==> config.mk <==
export PLATFORM = sky130hd
export DESIGN_NAME = i2c_master_byte_engine_flat
export DESIGN_NICKNAME = d
export VERILOG_FILES = /design/src/hdl/i2cm_pkg.sv /design/src/hdl/i2cm_if.sv /design/src/hdl/i2c_master_byte_engine.sv /design/src/hdl/i2cm_csr.sv /design/src/hdl/i2cm_seq.sv /design/src/hdl/i2cm_out.sv /design/src/flat_wrapper.sv
export SDC_FILE = /design/constraint.sdc
export NUM_CORES = 1
export LEC_CHECK = 0
export ABC_AREA = 1
export BUFFER_PORTS_ARGS = -buffer_cell sky130_fd_sc_hd__buf_2
export CAP_MARGIN = 5
export CORE_MARGIN = 10
export CORE_UTILIZATION = 60
export DETAILED_ROUTE_END_ITERATION = 7
export GPL_TIMING_DRIVEN = 0
export PLACE_DENSITY_LB_ADDON = 0.25
export SETUP_SLACK_MARGIN = 0.1
export SLEW_MARGIN = 20
export SYNTH_ARGS = -nofsm -noshare
export SYNTH_HDL_FRONTEND = slang
export SYNTH_SLANG_ARGS = --single-unit
==> constraint.sdc <==
create_clock -name clock -period 6.95 [get_ports clock]
set_input_delay 1.39 -clock clock [delete_from_list [all_inputs] [get_ports clock]]
set_output_delay 1.39 -clock clock [all_outputs]
set_load 0.02 [all_outputs]
==> src/hdl/i2cm_pkg.sv <==
package i2cm_pkg;

   // Register indexes of the configuration port.
   localparam logic [1:0] CSR_HALF_PERIOD = 2'd0;
   localparam logic [1:0] CSR_ACK_WAIT    = 2'd1;
   localparam logic [1:0] CSR_START_HOLD  = 2'd2;

   // Values held by the timing registers after reset.
   localparam logic [15:0] HALF_PERIOD_RESET = 16'd1;
   localparam logic [7:0]  ACK_WAIT_RESET    = 8'd16;
   localparam logic [7:0]  START_HOLD_RESET  = 8'd8;

   typedef enum logic [1:0] {
      OP_START = 2'd0,
      OP_WRITE = 2'd1,
      OP_READ  = 2'd2,
      OP_STOP  = 2'd3
   } op_type;

   typedef enum logic [3:0] {
      PH_IDLE  = 4'd0,
      PH_ST1   = 4'd1,
      PH_ST2   = 4'd2,
      PH_ST3   = 4'd3,
      PH_TXH   = 4'd4,
      PH_TXL   = 4'd5,
      PH_TXACK = 4'd6,
      PH_RXH   = 4'd7,
      PH_RXL   = 4'd8,
      PH_RXACK = 4'd9,
      PH_SP1   = 4'd10,
      PH_SP2   = 4'd11,
      PH_SP3   = 4'd12
   } phase_type;

   typedef struct packed {
      logic       cmd_valid;
      op_type     operation;
      logic [6:0] target_address;
      logic       read_not_write;
      logic [7:0] write_byte;
      logic       ack_to_send;
      logic       sda_in;
   } req_type;

   typedef struct packed {
      logic       scl_out;
      logic       sda_drive_low;
      logic       busy_res;
      logic       done_res;
      logic [7:0] read_byte;
      logic       ack_received;
   } rsp_type;

   typedef struct packed {
      logic [15:0] half_period_ticks;
      logic [7:0]  ack_wait_limit;
      logic [7:0]  start_hold_ticks;
   } cfg_type;

endpackage

==> src/hdl/i2cm_if.sv <==
interface i2cm_req_if;
   logic              valid;
   logic              ready;
   i2cm_pkg::req_type data;

   modport source (output valid, output data, input ready);
   modport sink (input valid, input data, output ready);
endinterface

interface i2cm_rsp_if;
   logic              valid;
   logic              ready;
   i2cm_pkg::rsp_type data;

   modport source (output valid, output data, input ready);
   modport sink (input valid, input data, output ready);
endinterface

==> src/hdl/i2c_master_byte_engine.sv <==
// I2C master byte engine.
// The request channel carries one bus tick per transfer: an optional command
// (start plus address, write byte, read byte with the acknowledge to send, or
// stop) together with the sampled SDA level. Every request transfer produces
// exactly one response transfer holding the SCL level, the SDA pull-down, the
// busy and done flags, the last byte read and the last acknowledge received.
// Commands offered while a command is in progress are ignored.
// The sequencer state advances at the request transfer and the response is
// held in the output register from the next cycle.
// Throughput is one tick per cycle while the response receiver does not stall.
// The request channel stays ready while the output register is empty or is
// being emptied, so a stalled response receiver holds off further requests
// without losing any result.
// The csr port writes the half period, acknowledge wait limit and start hold
// registers; writes should be made while the engine is idle.
// A synchronous reset puts the sequencer in idle with both lines released,
// the acknowledge latch at NACK, the read byte cleared, the timing registers
// at 1, 16 and 8, and the response channel empty.
module i2c_master_byte_engine (
   input  logic        clock,
   input  logic        reset,
   i2cm_req_if.sink    req_ch,
   i2cm_rsp_if.source  rsp_ch,
   input  logic        csr_we,
   input  logic [1:0]  csr_index,
   input  logic [15:0] csr_wdata
);

   i2cm_pkg::cfg_type cfg;
   i2cm_pkg::rsp_type step_rsp;
   logic              space;
   logic              step;

   // A request transfer takes place whenever a request is offered and the output register has room.
   assign req_ch.ready = space;
   assign step         = req_ch.valid && space;

   i2cm_csr u_csr (
      .clock     (clock),
      .reset     (reset),
      .csr_we    (csr_we),
      .csr_index (csr_index),
      .csr_wdata (csr_wdata),
      .cfg       (cfg)
   );

   i2cm_seq u_seq (
      .clock (clock),
      .reset (reset),
      .step  (step),
      .req   (req_ch.data),
      .cfg   (cfg),
      .rsp   (step_rsp)
   );

   i2cm_out u_out (
      .clock (clock),
      .reset (reset),
      .load  (step),
      .din   (step_rsp),
      .space (space),
      .rsp   (rsp_ch)
   );

   // Every accepted tick must show up as a response in the next cycle.
   a_step_gives_rsp: assert property (@(posedge clock) disable iff (reset)
      step |=> rsp_ch.valid)
      else $error("accepted request did not produce a response");

   // A response that is waiting must block further requests.
   a_stall_blocks: assert property (@(posedge clock) disable iff (reset)
      (rsp_ch.valid && !rsp_ch.ready) |-> !req_ch.ready)
      else $error("request accepted while response stalled");

   // A completing command leaves the engine idle.
   a_done_not_busy: assert property (@(posedge clock) disable iff (reset)
      (rsp_ch.valid && rsp_ch.data.done_res) |-> !rsp_ch.data.busy_res)
      else $error("done reported while still busy");

   // A stalled response must not change under the receiver.
   a_hold_rsp: assert property (@(posedge clock) disable iff (reset)
      (rsp_ch.valid && !rsp_ch.ready) |=> $stable(rsp_ch.data))
      else $error("stalled response changed");

endmodule

==> src/hdl/i2cm_csr.sv <==
module i2cm_csr (
   input  logic              clock,
   input  logic              reset,
   input  logic              csr_we,
   input  logic [1:0]        csr_index,
   input  logic [15:0]       csr_wdata,
   output i2cm_pkg::cfg_type cfg
);

   i2cm_pkg::cfg_type cfg_ff;

   always_ff @(posedge clock) begin
      if (reset) begin
         cfg_ff.half_period_ticks <= i2cm_pkg::HALF_PERIOD_RESET;
         cfg_ff.ack_wait_limit    <= i2cm_pkg::ACK_WAIT_RESET;
         cfg_ff.start_hold_ticks  <= i2cm_pkg::START_HOLD_RESET;
      end else if (csr_we) begin
         case (csr_index)
            i2cm_pkg::CSR_HALF_PERIOD: cfg_ff.half_period_ticks <= csr_wdata;
            i2cm_pkg::CSR_ACK_WAIT:    cfg_ff.ack_wait_limit    <= csr_wdata[7:0];
            i2cm_pkg::CSR_START_HOLD:  cfg_ff.start_hold_ticks  <= csr_wdata[7:0];
            default: ;
         endcase
      end
   end

   assign cfg = cfg_ff;

endmodule

==> src/hdl/i2cm_seq.sv <==
module i2cm_seq (
   input  logic              clock,
   input  logic              reset,
   input  logic              step,
   input  i2cm_pkg::req_type req,
   input  i2cm_pkg::cfg_type cfg,
   output i2cm_pkg::rsp_type rsp
);

   i2cm_pkg::phase_type phase_ff, phase_in;
   logic [7:0]  shift_ff, shift_in;
   logic [3:0]  bit_ff, bit_in;
   logic [15:0] tick_ff, tick_in;
   logic [7:0]  wait_ff, wait_in;
   logic        scl_ff, scl_in;
   logic        sda_ff, sda_in;
   logic        ack_ff, ack_in;
   logic [7:0]  rd_ff, rd_in;
   logic        done;

   logic [15:0] len_raw, len;
   logic [7:0]  lim;
   logic [8:0]  wait_inc;
   logic [3:0]  bit_inc;
   logic [7:0]  shift_up;

   always_comb begin
      len_raw = (phase_ff inside {i2cm_pkg::PH_ST1, i2cm_pkg::PH_ST2, i2cm_pkg::PH_ST3})
                ? {8'd0, cfg.start_hold_ticks} : cfg.half_period_ticks;
      len      = (len_raw == 16'd0) ? 16'd1 : len_raw;
      lim      = (cfg.ack_wait_limit == 8'd0) ? 8'd1 : cfg.ack_wait_limit;
      wait_inc = {1'b0, wait_ff} + 9'd1;
      bit_inc  = bit_ff + 4'd1;
      shift_up = {shift_ff[6:0], 1'b0};

      phase_in = phase_ff;
      shift_in = shift_ff;
      bit_in   = bit_ff;
      tick_in  = tick_ff;
      wait_in  = wait_ff;
      scl_in   = scl_ff;
      sda_in   = sda_ff;
      ack_in   = ack_ff;
      rd_in    = rd_ff;
      done     = 1'b0;

      if (phase_ff == i2cm_pkg::PH_IDLE) begin
         if (req.cmd_valid) begin
            bit_in  = 4'd0;
            wait_in = 8'd0;
            tick_in = 16'd1;
            case (req.operation)
               i2cm_pkg::OP_START: begin
                  shift_in = {req.target_address, req.read_not_write};
                  phase_in = i2cm_pkg::PH_ST1;
                  scl_in   = 1'b1;
                  sda_in   = 1'b1;
               end
               i2cm_pkg::OP_WRITE: begin
                  shift_in = req.write_byte;
                  phase_in = i2cm_pkg::PH_TXH;
                  scl_in   = 1'b1;
                  sda_in   = req.write_byte[7];
               end
               i2cm_pkg::OP_READ: begin
                  shift_in = 8'd0;
                  wait_in  = {7'd0, req.ack_to_send};
                  phase_in = i2cm_pkg::PH_RXH;
                  scl_in   = 1'b1;
                  sda_in   = 1'b1;
               end
               default: begin
                  phase_in = i2cm_pkg::PH_SP1;
                  scl_in   = 1'b0;
                  sda_in   = 1'b0;
               end
            endcase
         end
      end else if (phase_ff == i2cm_pkg::PH_TXACK) begin
         // Acknowledge poll: a low line ends it early, the limit ends it anyway.
         if (!req.sda_in || wait_inc >= {1'b0, lim}) begin
            ack_in   = req.sda_in;
            phase_in = i2cm_pkg::PH_IDLE;
            scl_in   = 1'b0;
            sda_in   = 1'b1;
            done     = 1'b1;
         end else begin
            wait_in = wait_inc[7:0];
         end
      end else if (tick_ff < len) begin
         tick_in = tick_ff + 16'd1;
      end else begin
         tick_in = 16'd1;
         case (phase_ff)
            i2cm_pkg::PH_ST1: begin
               phase_in = i2cm_pkg::PH_ST2;
               scl_in   = 1'b1;
               sda_in   = 1'b0;
            end
            i2cm_pkg::PH_ST2: begin
               phase_in = i2cm_pkg::PH_ST3;
               scl_in   = 1'b0;
               sda_in   = 1'b0;
            end
            i2cm_pkg::PH_ST3: begin
               bit_in   = 4'd0;
               phase_in = i2cm_pkg::PH_TXH;
               scl_in   = 1'b1;
               sda_in   = shift_ff[7];
            end
            i2cm_pkg::PH_TXH: begin
               phase_in = i2cm_pkg::PH_TXL;
               scl_in   = 1'b0;
            end
            i2cm_pkg::PH_TXL: begin
               shift_in = shift_up;
               bit_in   = bit_inc;
               scl_in   = 1'b1;
               if (bit_inc[3]) begin
                  wait_in  = 8'd0;
                  phase_in = i2cm_pkg::PH_TXACK;
                  sda_in   = 1'b1;
               end else begin
                  phase_in = i2cm_pkg::PH_TXH;
                  sda_in   = shift_up[7];
               end
            end
            i2cm_pkg::PH_RXH: begin
               shift_in = {shift_ff[6:0], req.sda_in};
               phase_in = i2cm_pkg::PH_RXL;
               scl_in   = 1'b0;
               sda_in   = 1'b1;
            end
            i2cm_pkg::PH_RXL: begin
               bit_in = bit_inc;
               scl_in = 1'b1;
               if (bit_inc[3]) begin
                  rd_in    = shift_ff;
                  phase_in = i2cm_pkg::PH_RXACK;
                  sda_in   = wait_ff[0];
               end else begin
                  phase_in = i2cm_pkg::PH_RXH;
                  sda_in   = 1'b1;
               end
            end
            i2cm_pkg::PH_RXACK: begin
               tick_in  = tick_ff;
               phase_in = i2cm_pkg::PH_IDLE;
               scl_in   = 1'b0;
               done     = 1'b1;
            end
            i2cm_pkg::PH_SP1: begin
               phase_in = i2cm_pkg::PH_SP2;
               scl_in   = 1'b1;
               sda_in   = 1'b0;
            end
            i2cm_pkg::PH_SP2: begin
               phase_in = i2cm_pkg::PH_SP3;
               scl_in   = 1'b1;
               sda_in   = 1'b0;
            end
            i2cm_pkg::PH_SP3: begin
               tick_in  = tick_ff;
               phase_in = i2cm_pkg::PH_IDLE;
               scl_in   = 1'b1;
               sda_in   = 1'b1;
               done     = 1'b1;
            end
            default: begin
               tick_in  = tick_ff;
               phase_in = i2cm_pkg::PH_IDLE;
            end
         endcase
      end
   end

   always_ff @(posedge clock) begin
      if (reset) begin
         phase_ff <= i2cm_pkg::PH_IDLE;
         shift_ff <= 8'd0;
         bit_ff   <= 4'd0;
         tick_ff  <= 16'd0;
         wait_ff  <= 8'd0;
         scl_ff   <= 1'b1;
         sda_ff   <= 1'b1;
         ack_ff   <= 1'b1;
         rd_ff    <= 8'd0;
      end else if (step) begin
         phase_ff <= phase_in;
         shift_ff <= shift_in;
         bit_ff   <= bit_in;
         tick_ff  <= tick_in;
         wait_ff  <= wait_in;
         scl_ff   <= scl_in;
         sda_ff   <= sda_in;
         ack_ff   <= ack_in;
         rd_ff    <= rd_in;
      end
   end

   // The result shows the line levels and latches as they stand after this tick.
   always_comb begin
      rsp.scl_out       = scl_in;
      rsp.sda_drive_low = ~sda_in;
      rsp.busy_res      = (phase_in != i2cm_pkg::PH_IDLE);
      rsp.done_res      = done;
      rsp.read_byte     = rd_in;
      rsp.ack_received  = ack_in;
   end

endmodule

==> src/hdl/i2cm_out.sv <==
module i2cm_out (
   input  logic              clock,
   input  logic              reset,
   input  logic              load,
   input  i2cm_pkg::rsp_type din,
   output logic              space,
   i2cm_rsp_if.source        rsp
);

   logic              valid_ff;
   i2cm_pkg::rsp_type data_ff;

   assign space = !valid_ff || rsp.ready;

   always_ff @(posedge clock) begin
      if (reset) begin
         valid_ff <= 1'b0;
      end else if (space) begin
         valid_ff <= load;
      end
   end

   always_ff @(posedge clock) begin
      if (load) begin
         data_ff <= din;
      end
   end

   assign rsp.valid = valid_ff;
   assign rsp.data  = data_ff;

endmodule

==> src/flat_wrapper.sv <==
// flat-port wrapper written by rule: the top's interface ports become plain ports
module i2c_master_byte_engine_flat 
  (clock, reset, csr_we, csr_index, csr_wdata, req_ch_valid, req_ch_data, req_ch_ready, rsp_ch_valid, rsp_ch_data, rsp_ch_ready);
  i2cm_req_if req_ch_i ();
  i2cm_rsp_if rsp_ch_i ();
  input  logic clock;
  input  logic reset;
  input  logic csr_we;
  input  logic [1:0] csr_index;
  input  logic [15:0] csr_wdata;
  input wire logic [$bits(req_ch_i.valid)-1:0] req_ch_valid;
  input wire logic [$bits(req_ch_i.data)-1:0] req_ch_data;
  output wire logic [$bits(req_ch_i.ready)-1:0] req_ch_ready;
  output wire logic [$bits(rsp_ch_i.valid)-1:0] rsp_ch_valid;
  output wire logic [$bits(rsp_ch_i.data)-1:0] rsp_ch_data;
  input wire logic [$bits(rsp_ch_i.ready)-1:0] rsp_ch_ready;
  assign req_ch_i.valid = req_ch_valid;
  assign req_ch_i.data = req_ch_data;
  assign req_ch_ready = req_ch_i.ready;
  assign rsp_ch_valid = rsp_ch_i.valid;
  assign rsp_ch_data = rsp_ch_i.data;
  assign rsp_ch_i.ready = rsp_ch_ready;
  i2c_master_byte_engine u_core (.clock(clock), .reset(reset), .req_ch(req_ch_i), .rsp_ch(rsp_ch_i), .csr_we(csr_we), .csr_index(csr_index), .csr_wdata(csr_wdata));
endmodule
Word level (Yosys, flattened, before mapping)

Index checks and enable logic that the tools add are counted.

Output and inout bits: 15
Bits in registers: 97

Add/subtract/negate cells: 3
Magnitude comparators: 2
Multiplexer cells: 64
Bitwise logic cells: 1
Equal/unequal tests: 22
Reductions and logical operators: 33

Operators with widths:

| cell                  | number |
|---|---|
| $mux 8                | 17 |
| $mux 16               | 7 |
| $mux 4                | 10 |
| $pmux 4 s9            | 1 |
| $pmux 8 s3            | 1 |
| $mux 1                | 21 |
| $eq 4x4->1 const B    | 5 |
| $reduce_bool 3->1     | 6 |
| $add 16x1->16 const B | 1 |
| $eq 4x3->1 const B    | 4 |
| $logic_not 16->1      | 1 |
| $lt 16x16->1          | 1 |
| $pmux 8 s2            | 1 |
| $pmux 4 s3            | 1 |
| $reduce_and 6->1      | 2 |
| $add 8x1->9 const B   | 1 |
| $ge 9x8->1            | 1 |
| $reduce_or 9->1       | 1 |
| $eq 4x2->1 const B    | 2 |
| $logic_not 8->1       | 1 |
| $pmux 4 s2            | 1 |
| $reduce_or 2->1       | 4 |
| $reduce_or 4->1       | 2 |
| $reduce_or 7->1       | 1 |
| other kinds (21)      | 32 |

Longest topological paths before layout

Word-level depth: 10
Mapped depth: 26
Mapped depth without buffers: 25

Cells and area by module

A second synthesis with hierarchy kept.

Cell total of the unflattened synthesis: 944
Area, all modules: 6,411.1 um^2

By module, submodules not included:

| module                 | area each (um^2) | cells an instance | instances |
|---|---|---|---|
| i2cm_seq               | 4,545.6          | 719               | 1 |
| i2cm_csr               | 1,425.1          | 205               | 1 |
| i2cm_out               | 432.9            | 18                | 1 |
| i2c_master_byte_engine | 7.5              | 2                 | 1 |

Worst setup path after synthesis

Ideal clock, no wire load.

Path kind: input to output
Start point: input rsp_ch_ready
End point: output req_ch_ready
Arrival: 1.586 ns
Path slack: 3.974 ns
Stages: 2
Buffers on the path: 0
Cell sequence: inv_1 nand2_1

Cells in the longest elaborated chain, start to end: 1

RTL lines:

| item               | line               | text |
|---|---|---|
| start: declaration | flat_wrapper.sv:16 | `input wire logic [$bits(rsp_ch_i.ready)-1:0] rsp_ch_ready;` |
| $logic_or 1x1->1   | i2cm_out.sv:13     | `assign space = !valid_ff \|\| rsp.ready;` |
| end: declaration   | flat_wrapper.sv:13 | `output wire logic [$bits(req_ch_i.ready)-1:0] req_ch_ready;` |

No other way between the ends.

Worst setup path in the final report

Start point: register u_core.u_seq.wait_ff[0]
End point: register u_core.u_seq.wait_ff[0]

Cells in the longest elaborated chain, start to end: 5
Elaborated cells between the ends (all ways): 8
Classes of those cells: 1 x add/sub; 1 x order compare; 1 x eq/ne; 3 x mux; 2 x reduce/logical

RTL lines:

| item                       | line            | text |
|---|---|---|
| start: declaration         | i2cm_seq.sv:14  | `logic [7:0] wait_ff, wait_in;` |
| start signal: assignment   | i2cm_seq.sv:193 | `wait_ff <= wait_in;` |
| $add 8x1->9 (*)            | i2cm_seq.sv:32  | `wait_inc = {1'b0, wait_ff} + 9'd1;` |
| $ge 9x8->1                 | i2cm_seq.sv:81  | `if (!req.sda_in \|\| wait_inc >= {1'b0, lim}) begin` |
| $logic_or 1x1->1           | i2cm_seq.sv:81  |  |
| $ne 3x3->1 (no line)       | n/a             |  |
| $reduce_and 6->1 (no line) | n/a             |  |

Mark *: on every way between the ends. The rest lies on a longest branch, timed or not. The select of a mux whose other input is x is not followed.
A chain may end at the register's enable or synchronous reset.

==> run_results.csv <==
group,metric,value,unit
power,vdd_drop_max,155,µV
yosys,yosysSeqAreaShare,36.0,%
yosys,ys_ff_latch,97,
global_route,grt_start_max_net_pins,23,
hold_path,hold_class,"reg -> reg",
sta,setup_violations,0,
sta,fin_skew,0.0166,ns
yosys,netlist-cell-type-count,40,
yosys,synth_area_leaders,"dfxtp_1 (29%), nand2_1 (11%), nor2_1 (9.2%)",
routing,drt_first_pass_iters,5,
setup_path,cp_common_cell,"nor2_1",
clock_tree,cts-root-buf,"clkbuf_8",
setup_path,worstPathRequired,7.27,ns
setup_path,crit_path_end_kind,"flip-flop",
placement,place.gp.congestion,1.01,
clock_tree,ctsHoldBuffers,0,
routing,drcViolationCount,0,
sta,finalHoldViolCount,0,
yosys,synth_top_area_share,29.2,%
floorplan,core.rowCount,35,
placement,post-place-cells,1021,
yosys,netlist_instances,835,
clock_tree,post_cts_buffers,0,
setup_path,crit_path_start_kind,"flip-flop",
clock_tree,clk_latency,0.38,ns
clock_tree,cts_resized,0,
setup_path,crit_arrival,3.91,ns
outcome,status,"finished, final reports clean",
yosys,synthArstFlopShare,0,%
setup_path,path_max_fanout,7,
yosys,synth-edff-count,13,
sta,slew_violations,0,
setup_path,slowest_delay,0.47,ns
power,power.static_leakage,2.94,nW
global_route,grt_overflow_total,0,
yosys,ys.flop_type,"dfxtp_1",
clock_tree,cts.sinks,97,
setup_path,crit_type,"reg -> reg",
job,drv_cap,0,
setup_path,path_buf_inv,3,
yosys,syn_area_per_cell,6.89,µm²
setup_path,worst-r2r-cell-count,20,
routing,via_per_inst,5.57,
floorplan,io_pins,59,
global_route,grt_pass1_vias,5755,
final_layout,drive_gt1_share,12.1,%
sta,min_period_over_period,51.6,%
floorplan,coreArea,9280,µm²
sta,layout_min_cycle_time,3.59,ns
sta,setup_tns,0,ns
clock_tree,clk_path_buf_depth,2,
routing,wl_per_cell,14.6,µm
yosys,synth_area,5760,µm²
final_layout,fin_util,69.3,%
setup_path,path_cells,"ha_1, nand3_1, inv_1, nand3_1, xor2_1, inv_1, ha_1, nand4_1, nor3_1, a211oi_1, o211ai_1, nand2_1, nand2_1, nor2_1, nor2_1, nor2_1, nand2_2, inv_2, nor2_1, nor2_1",
setup_path,crit_path_top_delay_cell,"nor2_1",
final_layout,instances_no_fill,1037,
floorplan,die_area,13900,µm²
placement,placed_area,6200,µm²
sta,worstMarginPinSlew,0.814,ns
global_route,grt_pass1_wl,26100,µm
sta,rsz0062_at_grt,"false",
global_route,grt_usage,21.6,%
yosys,synth_nets,910,
power,p_per_area,233,nW/µm²
sta,max_freq,0.279,GHz
final_layout,fin_nets,978,
clock_tree,path_clk_slew,0.10,ns
yosys,synth_top_cell_by_area,"dfxtp_1",
routing,drt_iter0_drc,432,
sta,timing.hold.ws,0.461,ns
routing,ant_nets,0,
floorplan,fp.dieH,118,µm
setup_path,crit_cells,20,
floorplan,die_x,118,µm
sta,max-slew-margin-rel,45.3,%
clock_tree,cts_tree,"done",
clock_tree,cts-buffers-inserted,9,
routing,drt_wl_total,15200,µm
final_layout,diodes,0,
floorplan,initial_utilization,62.0,%
routing,num_vias,5779,
yosys,yosysWarnings,0,
clock_tree,htree_levels,3,
final_layout,final_design_area_no_fill,6430,µm²
hold_path,holdPathStages,2,
placement,port_buffers,57,
final_layout,syn_to_final_growth,11.8,%
setup_path,crit_family,"simple AND/OR/NAND/NOR gates",
placement,hpwlAfterDp,11600,µm
global_route,antenna_found_initial,0,
-- cells in the final DEF (no fill, tap or decap), drive strengths merged, types with 3 or more instances in the layout --
cell,netlist,layout
nor2,143,143
ha,31,31
nand3,53,53
xnor2,3,3
xor2,16,16
nand2,177,177
clkbuf,18,28
a211oi,4,4
edfxtp,13,13
nor3,18,18
clkinv,3,4
inv,94,98
buf,8,64
nand4,5,5
o21ai,76,76
nand3b,5,5
dfxtp,84,84
a21oi,58,58
o211ai,12,12
-- final timing paths --
kind                      startpoint                       to  slack (ns)
max          u_core.u_seq.wait_ff[0]  u_core.u_seq.wait_ff[0]        3.36
min reg2reg     u_core.u_csr.cfg[23]     u_core.u_csr.cfg[23]        0.46
max reg2reg  u_core.u_seq.wait_ff[0]  u_core.u_seq.wait_ff[0]        3.36
min             u_core.u_csr.cfg[23]     u_core.u_csr.cfg[23]        0.46
-- logic make-up after synthesis --
kind of cell / after synthesis / synth area share (%)
adders and majority gates: 31 / 6.74
and+or+nand+nor: 405 / 29.6
AOI/OAI and AO/OA: 160 / 15.9
DFF: 97 / 36.0
xor gates and xnor gates: 19 / 2.89
buffers and inverters: 123 / 8.87
-- sequential cells by signal, summed over array words and instances, names as in the netlist --
name,cells
u_core.u_seq.phase_ff,4
u_core.u_seq.bit_ff,4
u_core.u_seq.tick_ff,16
u_core.u_seq.rd_ff,8
u_core.u_seq.sda_ff,1
u_core.u_seq.wait_ff,8
u_core.u_out.rsp.data,13
u_core.u_seq.shift_ff,8
u_core.u_seq.scl_ff,1
u_core.u_csr.cfg,32
u_core.u_seq.ack_ff,1
u_core.u_out.rsp.valid,1
-- area by class of cell --
type,count,area [µm²]
clock inverters,7,106
fillers,843,2850
plain buffers,26,148
repair buffers,57,285
flip-flops and latches,97,2070
well taps,129,161
inverters,97,364
clock buffers,9,124
multi-input cells,615,3170
-- cells in the mapped netlist (2+ instances only) --
| master | number |
|---|---|
| nand2_2 | 8 |
| nand2_1 | 166 |
| or2_2 | 2 |
| o21ai_1 | 4 |
| nand4_1 | 5 |
| a21oi_1 | 57 |
| nor4_1 | 2 |
| o211ai_1 | 12 |
| nand3_1 | 53 |
| clkbuf_1 | 18 |
| a32o_1 | 2 |
| clkinv_1 | 3 |
| a211oi_1 | 4 |
| inv_2 | 5 |
| buf_6 | 6 |
| nand2_4 | 3 |
| inv_1 | 89 |
| xor2_1 | 16 |
| nor3_1 | 18 |
| ha_1 | 31 |
| edfxtp_1 | 13 |
| o21ai_0 | 65 |
| nor2_1 | 141 |
| nand3b_1 | 5 |
| dfxtp_1 | 84 |
| xnor2_1 | 3 |
| o21ai_2 | 7 |
-- through the flow --
stage	total power, mW	setup slack [ns]
final	1.50	3.36
after CTS	1.50	3.42
after floorplan	0.956	3.97
after detailed placement	1.07	3.45
after global routing	1.58	3.04
after global placement	1.05	3.59
-- per-layer routing --
layer	part of all wire, %	vias up	global-route usage (%)
met2	47	261	36.5
met4	2.3	0	8.04
met3	7.5	37	4.94
met1	44	2618	25.9
met5	0	-	0
li1	-	2863	-
-- power by group --
group / internal [mW] / total, mW / leakage, nW / switching (mW)
logic: 0.143 / 0.422 / 2.00 / 0.279
registers: 0.614 / 0.648 / 0.815 / 0.0333
clock network: 0.210 / 0.431 / 0.117 / 0.222
total: 0.967 / 1.50 / 2.94 / 0.534
-- tightest hold or removal path, delay by kind of cell, from the launching register on --
kind                   cells  cell delay [ns]
AO/OA/AOI/OAI              1             0.05
buffers and inverters      1             0.06
flip-flops                 1             0.31
(Power assumes the default switching activity.)
